`config.mk`:
```
export PLATFORM = sky130hd
export DESIGN_NAME = real_to_radix_digit_string_core_flat
export DESIGN_NICKNAME = d
export VERILOG_FILES = /design/src/design/rrds_pkg.sv /design/src/design/rrds_if.sv /design/src/design/real_to_radix_digit_string_core.sv /design/src/flat_wrapper.sv
export SDC_FILE = /design/constraint.sdc
export NUM_CORES = 1
export LEC_CHECK = 0
export ABC_CLOCK_PERIOD_IN_PS = 12400
export BUFFER_PORTS_ARGS = -buffer_cell sky130_fd_sc_hd__buf_2
export CORE_UTILIZATION = 56
export CTS_CLUSTER_SIZE = 28
export DETAILED_ROUTE_END_ITERATION = 10
export HOLD_SLACK_MARGIN = 0.06
export PLACE_DENSITY_LB_ADDON = 0.12
export SYNTH_ARGS = -nofsm -noshare
export SYNTH_HDL_FRONTEND = slang
export SYNTH_SLANG_ARGS = --single-unit
```
`constraint.sdc`:
```
create_clock -name clk_i -period 12.4 [get_ports clk_i]
set_input_delay 1.24 -clock clk_i [delete_from_list [all_inputs] [get_ports clk_i]]
set_output_delay 1.24 -clock clk_i [all_outputs]
set_load 0.02 [all_outputs]
```
`src/design/rrds_pkg.sv`:
```
// ---------------------------------------------------------------------------
// rrds_pkg: shared types and constants of the radix digit string block
// Field widths, character codes, register indexes and the digit encoder.
// ---------------------------------------------------------------------------
`timescale 1ns / 1ps
package rrds_pkg;

  // Field and register widths
  localparam int VALUE_W    = 64;
  localparam int CHAR_W     = 8;
  localparam int RADIX_W    = 6;
  localparam int MAXFD_W    = 5;
  localparam int CFG_IDX_W  = 1;
  localparam int CFG_DATA_W = 6;

  // Default fixed-point format
  localparam int FRAC_BITS_DEF = 32;
  localparam int INT_BITS_DEF  = 31;

  // Digit buffer
  localparam int BUF_DEPTH = 32;
  localparam int BUF_AW    = 5;
  localparam int LEN_W     = 6;

  // Register limits and reset values
  localparam logic [RADIX_W-1:0] RADIX_MIN       = 6'd2;
  localparam logic [RADIX_W-1:0] RADIX_MAX       = 6'd36;
  localparam logic [RADIX_W-1:0] RADIX_RST       = 6'd10;
  localparam logic [MAXFD_W-1:0] MAX_FRAC_DIGITS = 5'd30;
  localparam logic [MAXFD_W-1:0] MAXFD_RST       = 5'd10;

  // Register indexes
  localparam logic [CFG_IDX_W-1:0] CFG_RADIX    = 1'b0;
  localparam logic [CFG_IDX_W-1:0] CFG_MAX_FRAC = 1'b1;

  // Character codes
  localparam logic [CHAR_W-1:0] CH_ZERO  = 8'h30;
  localparam logic [CHAR_W-1:0] CH_NINE  = 8'h39;
  localparam logic [CHAR_W-1:0] CH_A     = 8'h41;
  localparam logic [CHAR_W-1:0] CH_Z     = 8'h5A;
  localparam logic [CHAR_W-1:0] CH_MINUS = 8'h2D;
  localparam logic [CHAR_W-1:0] CH_DOT   = 8'h2E;
  localparam logic [CHAR_W-1:0] CH_ALPHA = 8'h37;  // 'A' - 10

  // Digit value to ASCII
  function automatic logic [CHAR_W-1:0] digit_char(input logic [RADIX_W-1:0] d);
    logic [CHAR_W-1:0] dd;
    dd = CHAR_W'(d);
    return (d < 6'd10) ? (CH_ZERO + dd) : (CH_ALPHA + dd);
  endfunction

endpackage

```
`src/design/rrds_if.sv`:
```
// ---------------------------------------------------------------------------
// rrds_in_if / rrds_out_if: valid/ready channels of the digit string block
// Input carries one fixed-point value, output one character per request.
// ---------------------------------------------------------------------------
`timescale 1ns / 1ps
interface rrds_in_if import rrds_pkg::*; ();
  logic               valid;
  logic               ready;
  logic [VALUE_W-1:0] value;

  modport source (output valid, output value, input ready);
  modport sink   (input valid, input value, output ready);
endinterface

interface rrds_out_if import rrds_pkg::*; ();
  logic              valid;
  logic              ready;
  logic [CHAR_W-1:0] char_code;
  logic              last;

  modport source (output valid, output char_code, output last, input ready);
  modport sink   (input valid, input char_code, input last, output ready);
endinterface

```
`src/design/real_to_radix_digit_string_core.sv`:
```
// ---------------------------------------------------------------------------
// real_to_radix_digit_string_core: fixed-point value to radix text
// Converts a signed fixed-point value into ASCII digits in a chosen radix.
// ---------------------------------------------------------------------------
// Usage:
//   in_i  : one signed value per request (Q INTEGER_BITS . FRACTION_BITS,
//           upper bits ignored). in_i.ready is high only when the block is
//           idle; a new request is taken while the last character of the
//           previous string still waits in the output register.
//   out_o : one character per request: optional '-', integer digits MSB
//           first (or '0'), '.', fraction digits (or '0'); last marks the
//           final character.
//   cfg   : cfg_we_i/cfg_idx_i/cfg_wdata_i write radix (index 0) and the
//           fraction digit limit (index 1); write only while idle.
// Datapath: the integer digits come from a restoring divider that retires
//   one quotient bit per cycle; fraction digits take one multiply each.
//   With the default widths a string holds at most 32 integer digits
//   (radix 2) and 30 fraction digits.
// Reset: state machine idle, output empty, radix 10, limit 10 digits.
// A stalled receiver holds the output register, and the sequencer waits whenever it has a character to emit.
// ---------------------------------------------------------------------------
`timescale 1ns / 1ps
module real_to_radix_digit_string_core import rrds_pkg::*; #(
  parameter int FRACTION_BITS = FRAC_BITS_DEF,
  parameter int INTEGER_BITS  = INT_BITS_DEF
) (
  input  logic                  clk_i,
  input  logic                  rst_ni,
  rrds_in_if.sink               in_i,
  rrds_out_if.source            out_o,
  input  logic                  cfg_we_i,
  input  logic [CFG_IDX_W-1:0]  cfg_idx_i,
  input  logic [CFG_DATA_W-1:0] cfg_wdata_i
);

  localparam int VB   = INTEGER_BITS + FRACTION_BITS + 1;
  localparam int IW   = INTEGER_BITS + 1;
  localparam int FB   = FRACTION_BITS;
  localparam int BCW  = $clog2(IW);
  localparam int PW   = FB + RADIX_W;
  localparam logic [FB-1:0]  FracEps = FB'(((64'd1 << FB) + 64'd5000) / 64'd10000);
  localparam logic [BCW-1:0] BitTop  = BCW'(IW - 1);

  typedef enum logic [8:0] {
    S_IDLE  = 9'b000000001,
    S_SIGN  = 9'b000000010,
    S_DIV   = 9'b000000100,
    S_IRD   = 9'b000001000,
    S_IEMIT = 9'b000010000,
    S_IZERO = 9'b000100000,
    S_DOT   = 9'b001000000,
    S_FRAC  = 9'b010000000,
    S_FZERO = 9'b100000000
  } state_e;

  state_e state_q, state_d;

  // Configuration registers
  logic [RADIX_W-1:0] radix_q;
  logic [MAXFD_W-1:0] maxfd_q;

  always_ff @(posedge clk_i or negedge rst_ni) begin
    if (!rst_ni) begin
      radix_q <= RADIX_RST;
      maxfd_q <= MAXFD_RST;
    end else if (cfg_we_i) begin
      case (cfg_idx_i)
        CFG_RADIX:    radix_q <= cfg_wdata_i;
        CFG_MAX_FRAC: maxfd_q <= cfg_wdata_i[MAXFD_W-1:0];
        default: ;
      endcase
    end
  end

  // Input decode: sign, magnitude, clamped settings
  logic [VB-1:0]      raw, mag;
  logic               in_neg;
  logic [RADIX_W-1:0] base_clamp;
  logic [MAXFD_W-1:0] cnt_clamp;

  assign raw    = in_i.value[VB-1:0];
  assign in_neg = raw[VB-1];
  assign mag    = in_neg ? (~raw + VB'(1)) : raw;

  always_comb begin
    base_clamp = radix_q;
    if (radix_q < RADIX_MIN) base_clamp = RADIX_MIN;
    if (radix_q > RADIX_MAX) base_clamp = RADIX_MAX;
    cnt_clamp = (maxfd_q > MAX_FRAC_DIGITS) ? MAX_FRAC_DIGITS : maxfd_q;
  end

  // Working registers
  logic               neg_q;
  logic [RADIX_W-1:0] base_q;
  logic [MAXFD_W-1:0] cnt_q, cnt_d;
  logic [IW-1:0]      quo_q, quo_d;
  logic [RADIX_W-1:0] rem_q, rem_d;
  logic [BCW-1:0]     bit_q, bit_d;
  logic [LEN_W-1:0]   len_q, len_d;
  logic [FB-1:0]      frac_q, frac_d;

  // Shared restoring divider step: one quotient bit per cycle
  logic [RADIX_W:0]   rem_sh, rem_sub;
  logic               div_ge;
  logic [RADIX_W-1:0] rem_nx;
  logic [IW-1:0]      quo_nx;

  assign rem_sh  = {rem_q, quo_q[IW-1]};
  assign div_ge  = rem_sh >= {1'b0, base_q};
  assign rem_sub = rem_sh - {1'b0, base_q};
  assign rem_nx  = div_ge ? rem_sub[RADIX_W-1:0] : rem_sh[RADIX_W-1:0];
  assign quo_nx  = {quo_q[IW-2:0], div_ge};

  // Fraction digit multiplier
  logic [PW-1:0]      prod;
  logic [RADIX_W-1:0] fdig;
  logic               frac_last;

  assign prod      = PW'(frac_q) * PW'(base_q);
  assign fdig      = prod[PW-1:FB];
  assign frac_last = (cnt_q == MAXFD_W'(1)) || (prod[FB-1:0] < FracEps);

  // Digit buffer
  logic [RADIX_W-1:0] dbuf_mem [BUF_DEPTH];
  logic               dbuf_we, dbuf_re;
  logic [RADIX_W-1:0] dbuf_rd_q;
  logic [LEN_W-1:0]   len_dec;

  assign len_dec = len_q - LEN_W'(1);

  always_ff @(posedge clk_i) begin
    if (dbuf_we) dbuf_mem[len_q[BUF_AW-1:0]] <= rem_nx;
    if (dbuf_re) dbuf_rd_q <= dbuf_mem[len_dec[BUF_AW-1:0]];
  end

  // Output register
  logic              ovalid_q;
  logic [CHAR_W-1:0] ochar_q;
  logic              olast_q;
  logic              slot_free;
  logic              emit, emit_last;
  logic [CHAR_W-1:0] emit_char;

  assign slot_free = !ovalid_q || out_o.ready;

  // Sequencer
  always_comb begin
    state_d   = state_q;
    cnt_d     = cnt_q;
    quo_d     = quo_q;
    rem_d     = rem_q;
    bit_d     = bit_q;
    len_d     = len_q;
    frac_d    = frac_q;
    dbuf_we   = 1'b0;
    dbuf_re   = 1'b0;
    emit      = 1'b0;
    emit_last = 1'b0;
    emit_char = CH_ZERO;
    case (state_q)
      S_IDLE: begin
        if (in_i.valid) begin
          cnt_d   = cnt_clamp;
          quo_d   = mag[VB-1:FB];
          frac_d  = mag[FB-1:0];
          state_d = S_SIGN;
        end
      end
      S_SIGN: begin
        if (!neg_q || slot_free) begin
          emit      = neg_q;
          emit_char = CH_MINUS;
          rem_d     = '0;
          bit_d     = BitTop;
          len_d     = '0;
          state_d   = (quo_q == '0) ? S_IZERO : S_DIV;
        end
      end
      S_DIV: begin
        quo_d = quo_nx;
        rem_d = rem_nx;
        bit_d = bit_q - BCW'(1);
        if (bit_q == '0) begin
          dbuf_we = 1'b1;
          len_d   = len_q + LEN_W'(1);
          rem_d   = '0;
          bit_d   = BitTop;
          if (quo_nx == '0 || len_q == LEN_W'(BUF_DEPTH - 1)) state_d = S_IRD;
        end
      end
      S_IRD: begin
        dbuf_re = 1'b1;
        len_d   = len_dec;
        state_d = S_IEMIT;
      end
      S_IEMIT: begin
        if (slot_free) begin
          emit      = 1'b1;
          emit_char = digit_char(dbuf_rd_q);
          state_d   = (len_q == '0) ? S_DOT : S_IRD;
        end
      end
      S_IZERO: begin
        if (slot_free) begin
          emit      = 1'b1;
          emit_char = CH_ZERO;
          state_d   = S_DOT;
        end
      end
      S_DOT: begin
        if (slot_free) begin
          emit      = 1'b1;
          emit_char = CH_DOT;
          state_d   = (cnt_q == '0 || frac_q < FracEps) ? S_FZERO : S_FRAC;
        end
      end
      S_FRAC: begin
        if (slot_free) begin
          emit      = 1'b1;
          emit_char = digit_char(fdig);
          emit_last = frac_last;
          frac_d    = prod[FB-1:0];
          cnt_d     = cnt_q - MAXFD_W'(1);
          if (frac_last) state_d = S_IDLE;
        end
      end
      S_FZERO: begin
        if (slot_free) begin
          emit      = 1'b1;
          emit_char = CH_ZERO;
          emit_last = 1'b1;
          state_d   = S_IDLE;
        end
      end
      default: state_d = S_IDLE;
    endcase
  end

  // Control state
  always_ff @(posedge clk_i or negedge rst_ni) begin
    if (!rst_ni) begin
      state_q  <= S_IDLE;
      ovalid_q <= 1'b0;
    end else begin
      state_q <= state_d;
      if (emit) ovalid_q <= 1'b1;
      else if (out_o.ready) ovalid_q <= 1'b0;
    end
  end

  // Datapath registers
  always_ff @(posedge clk_i) begin
    if (state_q == S_IDLE && in_i.valid) begin
      neg_q  <= in_neg;
      base_q <= base_clamp;
    end
    cnt_q  <= cnt_d;
    quo_q  <= quo_d;
    rem_q  <= rem_d;
    bit_q  <= bit_d;
    len_q  <= len_d;
    frac_q <= frac_d;
    if (emit) begin
      ochar_q <= emit_char;
      olast_q <= emit_last;
    end
  end

  assign in_i.ready      = (state_q == S_IDLE);
  assign out_o.valid     = ovalid_q;
  assign out_o.char_code = ochar_q;
  assign out_o.last      = olast_q;

endmodule

```
`src/flat_wrapper.sv`:
```
// flat-port wrapper written by rule: the top's interface ports become plain ports
module real_to_radix_digit_string_core_flat import rrds_pkg::*;
#(
  parameter int FRACTION_BITS = FRAC_BITS_DEF,
  parameter int INTEGER_BITS  = INT_BITS_DEF
)
  (clk_i, rst_ni, cfg_we_i, cfg_idx_i, cfg_wdata_i, in_i_valid, in_i_value, in_i_ready, out_o_valid, out_o_char_code, out_o_last, out_o_ready);
  rrds_in_if in_i_i ();
  rrds_out_if out_o_i ();
  input  logic clk_i;
  input  logic rst_ni;
  input  logic cfg_we_i;
  input  logic [CFG_IDX_W-1:0] cfg_idx_i;
  input  logic [CFG_DATA_W-1:0] cfg_wdata_i;
  input wire logic [$bits(in_i_i.valid)-1:0] in_i_valid;
  input wire logic [$bits(in_i_i.value)-1:0] in_i_value;
  output wire logic [$bits(in_i_i.ready)-1:0] in_i_ready;
  output wire logic [$bits(out_o_i.valid)-1:0] out_o_valid;
  output wire logic [$bits(out_o_i.char_code)-1:0] out_o_char_code;
  output wire logic [$bits(out_o_i.last)-1:0] out_o_last;
  input wire logic [$bits(out_o_i.ready)-1:0] out_o_ready;
  assign in_i_i.valid = in_i_valid;
  assign in_i_i.value = in_i_value;
  assign in_i_ready = in_i_i.ready;
  assign out_o_valid = out_o_i.valid;
  assign out_o_char_code = out_o_i.char_code;
  assign out_o_last = out_o_i.last;
  assign out_o_i.ready = out_o_ready;
  real_to_radix_digit_string_core #(.FRACTION_BITS(FRACTION_BITS), .INTEGER_BITS(INTEGER_BITS)) u_core (.clk_i(clk_i), .rst_ni(rst_ni), .in_i(in_i_i), .out_o(out_o_i), .cfg_we_i(cfg_we_i), .cfg_idx_i(cfg_idx_i), .cfg_wdata_i(cfg_wdata_i));
endmodule
```
Yosys cells after proc, flatten, opt, wreduce, memory -nomap -nowiden. Memories as Yosys holds them, arrays and structs flattened. A register that Yosys moved wholly into a read port is not among the register bits. Cells that the tools add are included.

Bits in registers: 123. RAM bits: 192. Input port bits: 76. Output and inout bits: 11. Word-level logic and storage cells: 138. Memories kept: 1.

Memories: u_core.dbuf_mem (depth 32, bits a word 6, read ports 1, clocked after memory_dff 1, wr ports 1, RTL line real_to_radix_digit_string_core.sv:124) `logic [RADIX_W-1:0] dbuf_mem [BUF_DEPTH];`.

Add/subtract/negate cells: 10. Multiply operators: 1. $lt $le $gt $ge: 8. Equality and inequality tests: 21. Muxes and demuxes: 53. Bitwise logic cells: 2. Reduce and logical (&&, ||, !) cells: 27.

Operator list (count): 32-bit one-hot mux with 2 select lines (2); 9-bit two-way mux (11); 32-bit two-way mux (3); 9-bit one-hot mux with 9 select lines (1); 64-bit by 1-bit adder with 64-bit output (second input constant) (1); 32-bit logical NOT (2); 32-bit by 19-bit less-than comparator with 1-bit output (second input constant) (2); 64-bit two-way mux (1); 64-bit NOT (1); 32-bit by 6-bit multiplier with 38-bit output (1); 6-bit two-way mux (6); 5-bit two-way mux (7); 8-bit two-way mux (4); 8-bit one-hot mux with 4 select lines (1); 6-bit by 6-bit adder with 7-bit output (first input constant) (4); 5-bit one-hot mux with 2 select lines (2); 2-bit by 1-bit inequality test with 1-bit output (second input constant) (9); 6-bit one-hot mux with 3 select lines (1); 6-bit by 4-bit less-than comparator with 1-bit output (second input constant) (2); 6-bit one-hot mux with 2 select lines (1); 5-bit logical NOT (2); 1-bit two-way mux (10); 10-bit AND reduction (1); 5-bit by 1-bit subtractor with 5-bit output (second input constant) (2); 32 further kinds (45).

Longest topological paths before layout. Gate-level depths: netlist (run 1).

Depth in word-level cells: 6. Depth in mapped cells: 22.

Worst setup path after synthesis (run 1). Ideal clock, no wire load.

Path kind: reg2reg. Start point: register u_core.base_q[5]. End point: register u_core.ochar_q[4], in the netlist u_core.out_o.char_code[4] (data pin). Setup time: 278 ps. Data arrival time: 5178 ps. Required time: 12122 ps. Setup slack: 6944 ps. Cell stages (with the launch flop): 20. Buffers on the path: 2. Cell sequence: edfxtp_1 -> clkbuf_1 -> and2_1 -> fa_1 -> fa_1 -> inv_1 -> fa_1 -> inv_1 -> ha_1 -> clkbuf_1 -> and4_1 -> nand2_1 -> a21o_1 -> a311o_1 -> and2_0 -> o311ai_1 -> and2_1 -> o211ai_1 -> xor2_1 -> o211ai_1.

Cells in the longest elaborated chain, start to end: 5. Elaborated cells on any way between the ends: 7. Those cells by class: add/sub: 2; mul: 1; order compare: 1; mux: 3.

RTL lines: from (decl) (RTL line real_to_radix_digit_string_core.sv:94) `logic [RADIX_W-1:0] base_q;`; from (signal assigned) (RTL line real_to_radix_digit_string_core.sv:255) `base_q <= base_clamp;`; 32-bit by 6-bit multiplier with 38-bit output (*) (RTL line real_to_radix_digit_string_core.sv:119) `assign prod = PW'(frac_q) * PW'(base_q);`; 6-bit by 6-bit adder with 7-bit output / 6-bit by 4-bit less-than comparator with 1-bit output (equally long branches) (RTL line rrds_pkg.sv:49) `return (d < 6'd10) ? (CH_ZERO + dd) : (CH_ALPHA + dd);`; 8-bit two-way mux (*) (RTL line rrds_pkg.sv:49); 8-bit two-way mux (*) (RTL line real_to_radix_digit_string_core.sv:218) `if (slot_free) begin`; 8-bit one-hot mux with 4 select lines (*) (RTL line real_to_radix_digit_string_core.sv:160) `case (state_q)`; net u_core.emit_char[4] (RTL line real_to_radix_digit_string_core.sv:142) `logic [CHAR_W-1:0] emit_char;`; to (signal assigned) (RTL line real_to_radix_digit_string_core.sv:264) `ochar_q <= emit_char;`; to (decl) (RTL line real_to_radix_digit_string_core.sv:138) `logic [CHAR_W-1:0] ochar_q;`.

The timed path passes the listed nets; every way through them passes the cells marked *. A chain may end at the register's enable or synchronous reset.

Worst setup path in the final report (run 1).
Start point: register u_core.base_q[5]. End point: register u_core.ochar_q[2], in the netlist u_core.out_o.char_code[2] (data pin).

The elaborated chain is that of the path after synthesis.

==> flow_summary.json, run 1 <==
{
  "max-slew-margin-rel": 0.241,
  "crit_path_start_kind": "flop",
  "timing.critical_path.slowest_stage_cell": "sky130_fd_sc_hd__o311ai_1",
  "crit_path_cell_trace": "buf_4, and2_1, fa_1, fa_1, inv_1, fa_1, inv_1, ha_1, nand2_1, o21ai_0, o2bb2ai_1, a311o_1, and2_0, o311ai_1, and2_1, o21ai_0, xnor2_1, o21ai_0",
  "detail_route_antenna_nets": 0,
  "worst_path_largest_cell_delay_ns": 0.88,
  "synth_nets": 2193,
  "synth_edf_count": 299,
  "ctsLongestPathBuffers": 3,
  "number_of_buffers_inserted_by_port_buffering": 85,
  "async_flop_share": 0.0656,
  "synthToLayoutAreaGrowth_pct": 9.84,
  "critical_path.max_fanout": 33,
  "grt_setup_unrepaired": "false",
  "setup.worst_path.end_class": "flop",
  "synth.area.top_cells": "sky130_fd_sc_hd__edfxtp_1, sky130_fd_sc_hd__fa_1, sky130_fd_sc_hd__mux4_2, sky130_fd_sc_hd__and2_1, sky130_fd_sc_hd__ha_1",
  "timing.final.setup_violations": 0,
  "worst_r2r_path_depth": 18,
  "vias_in_the_first_global_route": 15000,
  "crit-reg2reg-capture": "u_core.out_o.char_code[2]$_DFFE_PP_",
  "path_clk_slew_ns": 0.06,
  "post_cts_resize_count": 0,
  "hold_end": "u_core.maxfd_q[0]$_DFFE_PN0P_",
  "post-cts-setup-buffers": 0,
  "initial_antenna_violation_count": 0,
  "placeable_core_region_um2": 37800,
  "hold_buffers": 0,
  "timing.final.hold_violations": 0,
  "cts.root.buffer_cell": "sky130_fd_sc_hd__clkbuf_16",
  "initial_core_util": 0.572,
  "cp.arrival_ns": 6.40,
  "critical_path_required_ns": 12.68,
  "groute.usage.overall": 0.281,
  "width_of_the_chip_um": 199,
  "grt_overflow": 0,
  "clock_latency_at_the_later_pin_of_the_worst_skew_pair_ns": 0.56,
  "antennaDiodeCount": 0,
  "filler_cell_count": 3041,
  "crit_type": "flop to flop",
  "synthDistinctLibCells": 74,
  "io_pins": 87,
  "highest_clock_rate_ghz": 0.163,
  "max_cap_viol_count": 0,
  "r2r_setup_slack_ns": 6.28,
  "layout_worst_path_cycle_share": 0.494,
  "worst-slew-pin-transition_ns": 1.13,
  "routabilityCongestion": 0.967,
  "holdCritPathClass": "flop to flop",
  "mostFrequentLayoutCell": "sky130_fd_sc_hd__edfxtp_1",
  "clock_sinks": 320,
  "dp.cells": 2470,
  "remaining_drc_errors": 0,
  "tritoncts_clock_tree": "built",
  "fin_cells": 2536,
  "fp-row-count": 71,
  "timing.hold.worst.start": "u_core.maxfd_q[0]$_DFFE_PN0P_",
  "synth_largest_type_area_fraction": 0.415,
  "htreeDepth": 2,
  "netlist.top_cell.by_area": "sky130_fd_sc_hd__edfxtp_1",
  "most-common-layout-cells": "sky130_fd_sc_hd__edfxtp_1, sky130_fd_sc_hd__nand2_1, sky130_fd_sc_hd__inv_1",
  "worst_hold_path.num_cells": 1,
  "dieArea_um2": 39400,
  "synthCells": 1930,
  "vias_per_cell": 5.94,
  "slew_violations": 0,
  "postSynthRegisterBits": 320,
  "hpwl_um": 37900,
  "synth-main-ff-cell": "sky130_fd_sc_hd__edfxtp_1",
  "layout_min_cycle_time_ns": 6.12,
  "grt_first_pass_wirelength_um": 83800,
  "ys_warn_count": 0,
  "route.final.wire_length_um": 52800,
  "multiInputGateArea_um2": 11200,
  "avgSynthCellArea_um2": 11.2,
  "die_y_um": 199,
  "yosysSeqAreaShare": 0.439,
  "drtPass1Iterations": 6,
  "status": "completed",
  "routedWlPerCell_um": 20.8,
  "pin_count_of_the_biggest_net_entering_global_routing": 65,
  "timing.clock.skew_ns": 0.0139,
  "finalNetCount": 2260,
  "number_of_buffers_inserted_during_clock_tree_synthesis": 36,
  "rr_startpoint": "u_core.base_q[5]$_SDFFCE_PP1P_",
  "final-seq-area_um2": 9510,
  "hold-worst-slack_ns": 0.514,
  "dr.first_iter.drc_count": 1227,
  "syn-cell-area_um2": 21600,
  "fraction_of_layout_cells_with_a_size_suffix_above_1": 0.137,
  "timing.setup.tns_ns": 0,
  "num_vias": 15100
}
[flip-flops by register name, summed over array words and instances (netlist names), 5 cells and up]
register and cells:
u_core.len_q 6, u_core.frac_q 32, u_core.dbuf_rd_q 6, u_core.cnt_q 5, u_core.base_q 6, u_core.dbuf_mem 192, u_core.rem_q 6, u_core.out_o.char_code 7
u_core.quo_q 32, u_core.radix_q 6, u_core.bit_q 5, u_core.state_q 9, u_core.maxfd_q 5
[worst max-delay path by stage]
stage,from,end,depth (start not counted)
detailed placement,u_core.base_q[5]$_SDFFCE_PP1P_,u_core.out_o.char_code[4]$_DFFE_PP_,18
global route,u_core.base_q[4]$_SDFFCE_PP0P_,u_core.out_o.char_code[1]$_DFFE_PP_,20
CTS,u_core.base_q[5]$_SDFFCE_PP1P_,u_core.out_o.char_code[4]$_DFFE_PP_,18
global placement,u_core.base_q[5]$_SDFFCE_PP1P_,u_core.out_o.char_code[4]$_DFFE_PP_,18
finish,u_core.base_q[5]$_SDFFCE_PP1P_,u_core.out_o.char_code[2]$_DFFE_PP_,18
floorplan,u_core.base_q[5]$_SDFFCE_PP1P_,u_core.out_o.char_code[4]$_DFFE_PP_,19
[layer usage]
layer	wire [um]	GRT usage
met2	25600	0.462
met5	0	0
met1	22400	0.379
met4	1620	0.0989
met3	3240	0.0444
[metrics by stage]
step                 util  cell area, um2  setup slack (ns)
floorplan               -           21600              6.94
global placement    0.598           22600              6.48
detailed placement  0.598           22600              6.38
CTS                 0.628           23800              6.36
global route        0.628           23800              5.84
finish              0.628           23800              6.28
[logic make-up after synthesis]
kind of cell / after synthesis / synth area share
simple gates: 664 / 0.158
flops: 320 / 0.439
compound gates: 313 / 0.0894
buf+inv: 253 / 0.0440
fa+ha+maj: 188 / 0.151
xor+xnor: 108 / 0.0437
mux: 83 / 0.0742
other cells: 1 / 0.000173
[synthesized netlist by cell type (7+ instances only)]
cell                       count
sky130_fd_sc_hd__o41ai_1      11
sky130_fd_sc_hd__dfrtp_1      16
sky130_fd_sc_hd__ha_1         65
sky130_fd_sc_hd__clkbuf_1     68
sky130_fd_sc_hd__a21oi_1      96
sky130_fd_sc_hd__mux4_2       60
sky130_fd_sc_hd__inv_1       177
sky130_fd_sc_hd__or2_2        11
sky130_fd_sc_hd__nand3_1      19
sky130_fd_sc_hd__nand2b_1     12
sky130_fd_sc_hd__o211ai_1     11
sky130_fd_sc_hd__nor3_1       25
sky130_fd_sc_hd__fa_1        122
sky130_fd_sc_hd__nand3b_1     10
sky130_fd_sc_hd__xor2_1       50
sky130_fd_sc_hd__nand4_1      18
sky130_fd_sc_hd__buf_1         7
sky130_fd_sc_hd__a21o_1       14
sky130_fd_sc_hd__nor2b_1      11
sky130_fd_sc_hd__mux2_2       19
sky130_fd_sc_hd__edfxtp_1    299
sky130_fd_sc_hd__o31ai_1      23
sky130_fd_sc_hd__or3_1         9
sky130_fd_sc_hd__o21ai_0      95
sky130_fd_sc_hd__nor2_1      134
sky130_fd_sc_hd__and2_1      170
sky130_fd_sc_hd__xnor2_1      58
sky130_fd_sc_hd__o21bai_1      7
sky130_fd_sc_hd__nand2_1     180
sky130_fd_sc_hd__nor4_1       19
[area by class of cell]
| class | count | area share |
|---|---|---|
| Clock buffer | 42 | 0.0397 |
| Clock inverter | 24 | 0.00842 |
| Inverter | 177 | 0.0279 |
| Multi-Input combinational cell | 1357 | 0.473 |
| Sequential cell | 320 | 0.400 |
| Tap cell | 511 | 0.0269 |
| Timing Repair Buffer | 105 | 0.0242 |
[critical path, delay by kind of cell (launching register included)]
kind / cells / cell delay [ns]
AOI/OAI and AO/OA: 6 / 2.05
adders and majority gates: 4 / 2.02
and+or+nand+nor: 4 / 0.85
xor gates and xnor gates: 1 / 0.20
DFF: 1 / 0.36
buffers and inverters: 3 / 0.35
Power of run 1 is left out: the tool's default activity adds up to more than one toggle a clock period on the data nets, which glitch-free logic cannot reach.
==> run 2: changes to the inputs <==
--- a/config.mk
+++ b/config.mk
@@ -5,7 +5,8 @@
 export SDC_FILE = /design/constraint.sdc
 export NUM_CORES = 1
 export LEC_CHECK = 0
-export ABC_CLOCK_PERIOD_IN_PS = 12400
+export ABC_AREA = 1
+export ABC_CLOCK_PERIOD_IN_PS = 5000
 export BUFFER_PORTS_ARGS = -buffer_cell sky130_fd_sc_hd__buf_2
 export CORE_UTILIZATION = 56
 export CTS_CLUSTER_SIZE = 28
==> constraint.sdc (replaced) <==
create_clock -name clk_i -period 5 [get_ports clk_i]
set_input_delay 0.5 -clock clk_i [delete_from_list [all_inputs] [get_ports clk_i]]
set_output_delay 0.5 -clock clk_i [all_outputs]
set_load 0.02 [all_outputs]
==> flow_summary.json, run 2 <==
{
  "dr.max_layer_used": "met4",
  "timing.clock.skew_ns": 0.0304,
  "clock_latency_at_the_later_pin_of_the_worst_skew_pair_ns": 0.54,
  "met3WireLength_um": 3260,
  "met2RoutedLength_um": 31600,
  "r2r_setup_slack_ns": 0.23,
  "routabilityCongestion": 0.961,
  "postSynthRegisterBits": 320,
  "avgSynthCellArea_um2": 8.19,
  "width_of_the_chip_um": 206,
  "setup.worst_path.end_class": "flop",
  "synth_edf_count": 299,
  "io_pins": 87,
  "synth_largest_type_area_fraction": 0.385,
  "grt_setup_unrepaired": "true",
  "yosysSeqAreaShare": 0.408,
  "async_flop_share": 0.0656,
  "crit-reg2reg-capture": "u_core.out_o.char_code[2]$_DFFE_PP_",
  "synthDistinctLibCells": 60,
  "cp.arrival_ns": 5.06,
  "route.final.wire_length_um": 63200,
  "drtPass1Iterations": 6,
  "yosysMostFrequentCell": "sky130_fd_sc_hd__nand2_1",
  "startpoint": "u_core.base_q[2]$_SDFFCE_PP1P_",
  "detail_route_antenna_nets": 0,
  "routedWlPerCell_um": 18.0,
  "cts.root.buffer_cell": "sky130_fd_sc_hd__clkbuf_16",
  "post_synth_most_frequent_cells": "sky130_fd_sc_hd__nand2_1, sky130_fd_sc_hd__inv_1, sky130_fd_sc_hd__nor2_1",
  "fraction_of_layout_cells_with_a_size_suffix_above_1": 0.126,
  "vias_in_the_first_global_route": 18500,
  "worst_r2r_path_depth": 24,
  "crit_path_start_kind": "flop",
  "largest_register_ff_count": 192,
  "remaining_drc_errors": 0,
  "die_y_um": 206,
  "htreeDepth": 2,
  "initial_core_util": 0.569,
  "grt_overflow": 0,
  "layout_min_cycle_time_ns": 4.77,
  "syn-cell-area_um2": 23300,
  "groute.usage.overall": 0.293,
  "timing.final.hold_violations": 0,
  "most-common-layout-cells": "sky130_fd_sc_hd__nand2_1, sky130_fd_sc_hd__inv_1, sky130_fd_sc_hd__nor2_1",
  "filler_cell_count": 3472,
  "netlist.top_cell.by_area": "sky130_fd_sc_hd__edfxtp_1",
  "tritoncts_clock_tree": "built",
  "timing.final.setup_violations": 0,
  "placeable_core_region_um2": 40900,
  "crit_type": "flop to flop",
  "layout_worst_path_cycle_share": 0.954,
  "fin_cells": 3501,
  "synthToLayoutAreaGrowth_pct": 13.7,
  "dieArea_um2": 42400,
  "holdCritPathClass": "primary input to flop",
  "number_of_buffers_inserted_during_clock_tree_synthesis": 35,
  "ys_warn_count": 0,
  "grt_first_pass_wirelength_um": 97000,
  "dr.first_iter.drc_count": 1915,
  "num_vias": 19300,
  "final-seq-area_um2": 9510,
  "vias_per_cell": 5.51,
  "finalNetCount": 3207,
  "slew_violations": 0,
  "path_clk_slew_ns": 0.06,
  "critical_path.max_fanout": 16,
  "dp.cells": 3425,
  "hpwl_um": 46300,
  "detailed_place.area_um2": 24600,
  "design_area_um2": 26500,
  "hold-worst-slack_ns": 0.204,
  "crit_end": "u_core.out_o.char_code[2]$_DFFE_PP_",
  "rr_startpoint": "u_core.base_q[2]$_SDFFCE_PP1P_",
  "synth.area.top_cells": "sky130_fd_sc_hd__edfxtp_1, sky130_fd_sc_hd__nand2_1, sky130_fd_sc_hd__fa_1, sky130_fd_sc_hd__inv_1, sky130_fd_sc_hd__nor2_1",
  "ctsLongestPathBuffers": 3,
  "fp-row-count": 74,
  "max-slew-margin-rel": 0.209,
  "mostFrequentLayoutCell": "sky130_fd_sc_hd__nand2_1",
  "max_cap_viol_count": 0,
  "critical_path_required_ns": 5.29,
  "number_of_buffers_inserted_by_port_buffering": 85,
  "antennaDiodeCount": 0,
  "pin_count_of_the_biggest_net_entering_global_routing": 65,
  "status": "completed",
  "wl_met1_um": 26700,
  "clock_sinks": 320,
  "synthCells": 2844,
  "multiInputGateArea_um2": 12000,
  "synth-main-ff-cell": "sky130_fd_sc_hd__edfxtp_1",
  "worst-slew-pin-transition_ns": 1.19,
  "highest_clock_rate_ghz": 0.210,
  "initial_antenna_violation_count": 0,
  "final_core_utilization": 0.648,
  "synth_nets": 3107
}
-- run 2: cell types whose count changed in the layout (fill, tap and decap cells not counted), moves of 60 or more --
| cell | previous run | this run |
|---|---|---|
| sky130_fd_sc_hd__mux4_2 | 60 | 0 |
| sky130_fd_sc_hd__and2_1 | 170 | 3 |
| sky130_fd_sc_hd__nand2_1 | 179 | 619 |
| sky130_fd_sc_hd__nand3_1 | 19 | 98 |
| sky130_fd_sc_hd__nor2_1 | 134 | 317 |
| sky130_fd_sc_hd__o21ai_0 | 94 | 161 |
| sky130_fd_sc_hd__inv_1 | 177 | 557 |
-- run 2: final cells by class --
class                           instances  area share
Clock buffer                           43      0.0342
Clock inverter                         19     0.00703
Inverter                              569      0.0806
Multi-Input combinational cell       1864       0.453
Sequential cell                       320       0.359
Tap cell                              532      0.0251
Timing Repair Buffer                  154      0.0408
-- run 2: routing by layer --
metal / vias up / GRT usage
met5: - / 0
met3: 112 / 0.0345
met2: 580 / 0.506
li1: 9317 / -
met4: 0 / 0.0838
met1: 9272 / 0.389
-- run 2: logic make-up after synthesis --
family	share of synthesized area
muxes	0.00864
buffers and inverters	0.107
AOI/OAI and AO/OA	0.0983
and+or+nand+nor	0.215
other	0.000161
adders and majority gates	0.140
DFF	0.408
xor gates and xnor gates	0.0229
-- run 2: how the worst min path moves through the flow --
stage,cells after the start,slack [ns],to,start
detailed placement,2,0.49,u_core.radix_q[0]$_DFFE_PN0P_,u_core.radix_q[0]$_DFFE_PN0P_
global placement,2,0.48,u_core.radix_q[0]$_DFFE_PN0P_,u_core.radix_q[0]$_DFFE_PN0P_
CTS,2,0.19,u_core.radix_q[5]$_DFFE_PN0P_,cfg_wdata_i[5]
floorplan,0,0.20,u_core.maxfd_q[0]$_DFFE_PN0P_,rst_ni
finish,2,0.20,u_core.radix_q[5]$_DFFE_PN0P_,cfg_wdata_i[5]
global route,2,0.19,u_core.radix_q[5]$_DFFE_PN0P_,cfg_wdata_i[5]
-- run 2: critical path: stages, from the launching register on --
cell and delay [ns]:
sky130_fd_sc_hd__edfxtp_1 0.44, sky130_fd_sc_hd__buf_6 0.17, sky130_fd_sc_hd__clkbuf_16 0.18, sky130_fd_sc_hd__nand2_1 0.07, sky130_fd_sc_hd__inv_1 0.06, sky130_fd_sc_hd__fa_1 0.49
sky130_fd_sc_hd__fa_1 0.49, sky130_fd_sc_hd__inv_1 0.06, sky130_fd_sc_hd__fa_1 0.54, sky130_fd_sc_hd__inv_1 0.07, sky130_fd_sc_hd__ha_4 0.27, sky130_fd_sc_hd__nand2_2 0.12
sky130_fd_sc_hd__inv_1 0.05, sky130_fd_sc_hd__nand2_1 0.06, sky130_fd_sc_hd__nand2_1 0.10, sky130_fd_sc_hd__a21oi_2 0.20, sky130_fd_sc_hd__o21a_1 0.16, sky130_fd_sc_hd__nand2_2 0.10
sky130_fd_sc_hd__xor2_4 0.26, sky130_fd_sc_hd__ha_4 0.21, sky130_fd_sc_hd__nand2_8 0.07, sky130_fd_sc_hd__nand2_1 0.08, sky130_fd_sc_hd__a21oi_1 0.07, sky130_fd_sc_hd__o21ai_1 0.09
sky130_fd_sc_hd__nand2_1 0.08
-- run 2: through the flow --
stage	TNS (ns)	setup slack, ns
after detailed placement	0	0.0265
after global placement	0	0.0889
final	0	0.231
after global routing	-0.108	-0.0492
after CTS	0	0.0153
after floorplan	0	0.284
-- run 2: timing repair --
item / in CTS / in global routing
endpoints found under the hold margin: 16 / 0
setup endpoints to repair: 0 / 15
setup buffers: 0 / 10
hold buffers: 1 / 0
resized for setup: 0 / 154
Power of run 2 is left out for the same reason.
